[src/rtl/core/gf_pkg.sv]
// ----------------------------------------------------------------------------
// gf_pkg
// shared widths, command and status types for the gravity force engine
// ----------------------------------------------------------------------------
package gf_pkg;

	localparam int MASS_W  = 32;
	localparam int POS_W   = 32;
	localparam int G_W     = 32;
	localparam int FORCE_W = 64;
	localparam int INDEX_W = 6;
	localparam int ADDR_W  = 3;
	localparam int DATA_W  = 32;

	// register map, word index taken from paddr[2]
	localparam logic [0:0] REG_BIG_G = 1'b0;
	localparam logic [G_W-1:0] BIG_G_RESET = 32'h0100_0000;

	// iteration bounds of the shared units: last step index, or step count for BASE_STEPS
	localparam logic [5:0] SQRT_LAST  = 6'd49;
	localparam logic [5:0] BASE_STEPS = 6'd32;
	localparam logic [5:0] DEN_LAST   = 6'd49;
	localparam logic [5:0] NUM_LAST   = 6'd32;
	localparam logic [5:0] DIV_LAST   = 6'd62;

	typedef struct packed {
		logic body_wr;
		logic diff;
		logic sqr;
		logic sum;
		logic sqrt_step;
		logic base_step;
		logic den_init;
		logic den_step;
		logic num_init;
		logic num_step;
		logic div_init;
		logic div_step;
		logic acc_wr;
		logic acc_k;
		logic acc_clear;
		logic emit_ld;
		logic emit_last;
	} cmd_t;

	typedef struct packed {
		logic r2_zero;
		logic out_busy;
	} sts_t;

	typedef struct packed {
		logic                         err;
		logic [2:0][FORCE_W-1:0]      f;
	} acc_row_t;

endpackage

[src/rtl/core/gf_ctl.sv]
// ----------------------------------------------------------------------------
// gf_ctl
// controller: body loading, pair sequencing and result emission
// ----------------------------------------------------------------------------
module gf_ctl #(
	parameter int MAX_BODIES = 64,
	parameter int AW = 6,
	parameter int CW = 7
) (
	input  logic          clk,
	input  logic          arst_n,
	input  logic          in_valid,
	input  logic          in_last,
	output logic          in_ready,
	input  gf_pkg::sts_t  sts,
	output gf_pkg::cmd_t  cmd,
	output logic [AW-1:0] idx_ld,
	output logic [AW-1:0] idx_a,
	output logic [AW-1:0] idx_b,
	output logic [AW-1:0] idx_acc
);
	import gf_pkg::*;

	typedef enum logic [18:0] {
		S_IDLE    = 19'd1 << 0,
		S_CLEAR   = 19'd1 << 1,
		S_FETCH   = 19'd1 << 2,
		S_DIFF    = 19'd1 << 3,
		S_SQR     = 19'd1 << 4,
		S_SUM     = 19'd1 << 5,
		S_SQRT    = 19'd1 << 6,
		S_DENI    = 19'd1 << 7,
		S_DEN     = 19'd1 << 8,
		S_NUMI    = 19'd1 << 9,
		S_NUM     = 19'd1 << 10,
		S_DIVI    = 19'd1 << 11,
		S_DIV     = 19'd1 << 12,
		S_ACC_RJ  = 19'd1 << 13,
		S_ACC_WJ  = 19'd1 << 14,
		S_ACC_RK  = 19'd1 << 15,
		S_ACC_WK  = 19'd1 << 16,
		S_EMIT_RD = 19'd1 << 17,
		S_EMIT_LD = 19'd1 << 18
	} state_t;

	state_t        state_q, state_d;
	logic [5:0]    cnt_q, cnt_d;
	logic [CW-1:0] count_q, count_d, n_q, n_d, stored;
	logic [AW-1:0] j_q, j_d, k_q, k_d, i_q, i_d;
	logic          fire, room, emitting, is_last;

	assign fire     = in_valid & in_ready;
	assign room     = count_q < CW'(MAX_BODIES);
	assign stored   = count_q + CW'(room);
	assign in_ready = state_q == S_IDLE;
	assign emitting = (state_q == S_EMIT_RD) || (state_q == S_EMIT_LD);
	assign is_last  = CW'(i_q) == n_q - CW'(1);

	assign idx_ld  = count_q[AW-1:0];
	assign idx_a   = emitting ? i_q : j_q;
	assign idx_b   = k_q;
	assign idx_acc = emitting ? i_q :
		((state_q == S_ACC_RK) || (state_q == S_ACC_WK)) ? k_q : j_q;

	always_comb begin
		state_d = state_q;
		cnt_d   = cnt_q + 6'd1;
		count_d = count_q;
		n_d     = n_q;
		j_d     = j_q;
		k_d     = k_q;
		i_d     = i_q;
		cmd     = '0;
		unique case (state_q)
			S_IDLE: begin
				if (fire) begin
					cmd.body_wr = room;
					count_d     = stored;
					if (in_last) begin
						count_d = '0;
						if (stored >= CW'(2)) begin
							n_d     = stored;
							state_d = S_CLEAR;
						end
					end
				end
			end
			S_CLEAR: begin
				cmd.acc_clear = 1'b1;
				j_d     = AW'(1);
				k_d     = '0;
				state_d = S_FETCH;
			end
			S_FETCH: state_d = S_DIFF;
			S_DIFF: begin
				cmd.diff = 1'b1;
				state_d  = S_SQR;
			end
			S_SQR: begin
				cmd.sqr = 1'b1;
				state_d = S_SUM;
			end
			S_SUM: begin
				cmd.sum = 1'b1;
				cnt_d   = '0;
				state_d = sts.r2_zero ? S_ACC_RJ : S_SQRT;
			end
			S_SQRT: begin
				cmd.sqrt_step = 1'b1;
				cmd.base_step = cnt_q < BASE_STEPS;
				if (cnt_q == SQRT_LAST) state_d = S_DENI;
			end
			S_DENI: begin
				cmd.den_init = 1'b1;
				cnt_d   = '0;
				state_d = S_DEN;
			end
			S_DEN: begin
				cmd.den_step = 1'b1;
				if (cnt_q == DEN_LAST) state_d = S_NUMI;
			end
			S_NUMI: begin
				cmd.num_init = 1'b1;
				cnt_d   = '0;
				state_d = S_NUM;
			end
			S_NUM: begin
				cmd.num_step = 1'b1;
				if (cnt_q == NUM_LAST) state_d = S_DIVI;
			end
			S_DIVI: begin
				cmd.div_init = 1'b1;
				cnt_d   = '0;
				state_d = S_DIV;
			end
			S_DIV: begin
				cmd.div_step = 1'b1;
				if (cnt_q == DIV_LAST) state_d = S_ACC_RJ;
			end
			S_ACC_RJ: state_d = S_ACC_WJ;
			S_ACC_WJ: begin
				cmd.acc_wr = 1'b1;
				state_d    = S_ACC_RK;
			end
			S_ACC_RK: state_d = S_ACC_WK;
			S_ACC_WK: begin
				cmd.acc_wr = 1'b1;
				cmd.acc_k  = 1'b1;
				if ((AW+1)'(k_q) + (AW+1)'(1) < (AW+1)'(j_q)) begin
					k_d     = k_q + AW'(1);
					state_d = S_FETCH;
				end else if (CW'(j_q) + CW'(1) == n_q) begin
					i_d     = '0;
					state_d = S_EMIT_RD;
				end else begin
					j_d     = j_q + AW'(1);
					k_d     = '0;
					state_d = S_FETCH;
				end
			end
			S_EMIT_RD: begin
				if (!sts.out_busy) state_d = S_EMIT_LD;
			end
			S_EMIT_LD: begin
				cmd.emit_ld   = 1'b1;
				cmd.emit_last = is_last;
				if (is_last) begin
					state_d = S_IDLE;
				end else begin
					i_d     = i_q + AW'(1);
					state_d = S_EMIT_RD;
				end
			end
			default: state_d = S_IDLE;
		endcase
	end

	always_ff @(posedge clk or negedge arst_n) begin
		if (!arst_n) begin
			state_q <= S_IDLE;
			cnt_q   <= '0;
			count_q <= '0;
			n_q     <= '0;
			j_q     <= '0;
			k_q     <= '0;
			i_q     <= '0;
		end else begin
			state_q <= state_d;
			cnt_q   <= cnt_d;
			count_q <= count_d;
			n_q     <= n_d;
			j_q     <= j_d;
			k_q     <= k_d;
			i_q     <= i_d;
		end
	end
endmodule

[config.mk]
export PLATFORM = sky130hd
export DESIGN_NAME = gf_ctl
export DESIGN_NICKNAME = d
export VERILOG_FILES = /design/src/rtl/core/gf_pkg.sv /design/src/rtl/core/gf_ctl.sv
export SDC_FILE = /design/constraint.sdc
export NUM_CORES = 1
export LEC_CHECK = 0
export BUFFER_PORTS_ARGS = -buffer_cell sky130_fd_sc_hd__buf_2
export CAP_MARGIN = 20
export CORE_MARGIN = 3
export CORE_UTILIZATION = 64
export DETAILED_ROUTE_END_ITERATION = 10
export GPL_TIMING_DRIVEN = 0
export PLACE_DENSITY = 0.87
export SYNTH_ARGS = -nofsm -noshare
export SYNTH_HDL_FRONTEND = slang
export SYNTH_SLANG_ARGS = --single-unit
[constraint.sdc]
create_clock -name clk -period 6.5 [get_ports clk]
set_input_delay 0.325 -clock clk [delete_from_list [all_inputs] [get_ports clk]]
set_output_delay 0.325 -clock clk [all_outputs]
set_load 0.02 [all_outputs]
==> impl_metrics.ini <==
[run_status]
status = finished clean

[power]
p_switching_mw = 0.495
power_density_nw_per_um2 = 275
comb_power_share_pct = 38.6
p_int_mw = 0.752
switching_share_pct = 39.7
cellLeakagePower_nw = 2.23
ir_worst_vdd_mv = 0.215
clkPwrFrac_pct = 23.9
seqPwrFrac_pct = 37.6

[synthesis]
ys_types = 72
syn_inst = 437
avgSynthCellArea_sq_um = 9.16
synth-main-ff-cell = dfrtp_1
synth_common_cells = dfrtp_1, nor2_1, inv_1
yosys.cell_count.top_type = dfrtp_1
yosysWarnings = 0
synth-edff-count = 0
synth.top_cell.area_share_pct = 35.0
yosysTopAreaCell = dfrtp_1
yosys-top-cells-area = dfrtp_1, ha_1, xnor2_1
syn_area_sq_um = 4000
synth-seq-cells = 57
seq_area_frac_synth_pct = 35.7
ys_async_sr_fraction_pct = 100
syn_nets = 459

[sta]
slew_viol_final = 0
maxClockFrequency_mhz = 281
skew_ns = 0.00914
rsz0062_at_grt = no
worst_pin_slew_ns = 1.06
period_needed_ns = 3.56
slew_headroom_pct = 29.1
setup_viol = 0
period_share_pct = 54.7
finalHoldViolations = 0
fin_setup_tns_ns = 0

[worst_setup_path]
critPathLaunch = state_q[9]
crit_required_ns = 6.17
cp_cell_sequence = nor4_4 -> nand3_2 -> nor3_1 -> buf_1 -> o21ai_0 -> buf_2
slowest_delay_ns = 0.91
crit_family = simple AND/OR/NAND/NOR gates
worstSetupEndpointType = primary output
crit_fanout = 10
path_class = flop to primary output
reg2reg_from = idx_b[0]
path_buf_inv = 2
crit_arrival_ns = 3.23
cp_slowest_cell = nor3_1
crit_path_start_kind = flop

[detailed_routing]
met3_wirelength_microns = 708
dr.pass1.iters = 5
maxUsedRoutingLayer = met4
wl_microns = 9920
drtIter0Drc = 318
routed_via_density = 6.38
drcViolationCount = 0
met1_length_microns = 4220
wl_per_cell_microns = 17.2
met2_length_microns = 4790
ant_nets = 0
vias = 3675

[die]
die_width_microns = 85.1
row_count = 28
initial_utilization_pct = 66.8
die_h_microns = 85.1
io-pin-count = 48
fp.dieArea_sq_um = 7240
core_area_sq_um = 5990

[global_route]
grt_start_max_net_pins = 40
grt_overflow = 0
grt.total_usage_pct = 29.4
grt_pass1_vias = 3572
antenna_found_initial = 0
grt_pass1_wl_microns = 17100

[clocking]
cts_tree = yes
cts_buffers = 9
clkLatencyLatePin_ns = 0.34
htreeDepth = 3
clk_pin_slew_ns = 0.06
cts_root_buf = clkbuf_8
cts_buffer_depth = 2
clkSinkCount = 57

[worst_hold_path]
worstHoldStart = sts[1]
hold_path.class = input port to flop

[run]
cap_violations = 0

[final_layout]
multiInputGateArea_sq_um = 2360
utilization_pct = 75.6
antenna_cells = 0
fillers = 419
drive_gt1_share_pct = 20.0
final_cells = 576
nets = 518
syn_to_final_growth_pct = 13.2
seq_area_sq_um = 1430

[placed_design]
place_inst = 559
io_buffers = 46
gp_congestion = 0.914
hpwlAfterDp_microns = 7190
==> timing repair <==
item	CTS	global route
gates resized for setup	0	0
setup buffers	0	0
hold buffers	1	0
hold endpoints to repair	18	0
==> flip-flops by register name, summed over array words and instances (netlist names) <==
name     flops
state_q     19
count_q      7
n_q          7
cnt_q        6
i_q          6
idx_b        6
j_q          6
==> path summary, 6_finish.rpt <==
path,end,slack (ns),cells after the start
max in group asynchronous,state_q[0],5.40,3
min in group asynchronous,count_q[3],0.47,2
worst min register to register,count_q[6],0.52,1
worst min-delay path,state_q[13],0.25,3
worst max-delay path,idx_acc[4],2.94,6
worst max register to register,i_q[5],3.33,10
==> cell type report <==
| cell class | instances | share of cell area, % |
|---|---|---|
| inverters | 25 | 2.18 |
| flip-flops and latches | 57 | 31.5 |
| clock buffers | 13 | 3.51 |
| plain buffers | 23 | 2.65 |
| repair buffers | 48 | 5.74 |
| multi-input cells | 332 | 52.0 |
| well taps | 75 | 2.07 |
| clock inverters | 3 | 0.331 |
==> kinds of logic (layout without fill, tap and decap cells) <==
kind of cell             Yosys count  in the layout  share of synthesized area, %
XOR/XNOR                          30             30                          6.56
multiplexers                      14             14                          3.63
buffers and inverters             48            112                          5.47
AND/OR/NAND/NOR                  181            181                          27.6
adder cells (fa/ha/maj)           16             16                          5.00
AO/OA/AOI/OAI                     91             91                          16.1
flip-flops                        57             57                          35.7
==> placed cells by master (no fill, tap or decap), types with 3 or more instances in the layout <==
master,n
o31ai_2,3
clkbuf_8,11
or2_2,3
nor2_1,34
and2_1,5
mux2i_1,10
nand4_1,9
xor2_1,11
nor3_1,11
a21o_1,7
nand4b_1,3
o31ai_1,5
clkinv_2,3
buf_2,49
a31oi_1,9
nor3b_1,5
or3_1,5
nor4b_1,7
dfrtp_1,56
nor4_1,8
and4_1,4
buf_4,6
o21ai_1,5
ha_1,16
a21oi_1,14
o21ai_0,20
xnor2_1,19
clkbuf_1,14
a22o_1,7
and3_1,12
nand2b_1,11
nand3_1,20
nor4_4,3
inv_1,23
nand2_1,22
==> per-stage QoR <==
step	setup WS (ns)	hold WS [ns]	instance area (sq um)	total power, mW
after floorplan	3.74	0.0294	4000	0.828
after global routing	2.73	0.275	4530	1.33
after detailed placement	3.42	0.305	4350	0.946
after global placement	3.45	0.503	4330	0.923
final	2.94	0.254	4530	1.25
after CTS	3.01	0.254	4530	1.24
==> per-layer routing <==
layer / track usage [%] / vias to the layer above
li1: - / 1724
met1: 38.3 / 1742
met2: 48.1 / 182
met4: 11.9 / 0
met3: 5.63 / 27
met5: 0 / -
==> worst min-delay path: cells and delay by family <==
kind,cells,cell delay [ns]
buffers and inverters,1,0.09
and+or+nand+nor,1,0.09
AOI/OAI and AO/OA,1,0.05
==> power by group through the flow <==
stage / sequential (mW) / clock, mW / combinational (mW)
floorplan: 0.454 / 0 / 0.374
global placement: 0.467 / 0 / 0.456
detailed placement: 0.472 / 0 / 0.474
CTS: 0.466 / 0.300 / 0.478
global route: 0.474 / 0.319 / 0.541
finish: 0.468 / 0.298 / 0.481
Power figures use the tool's default switching activity.
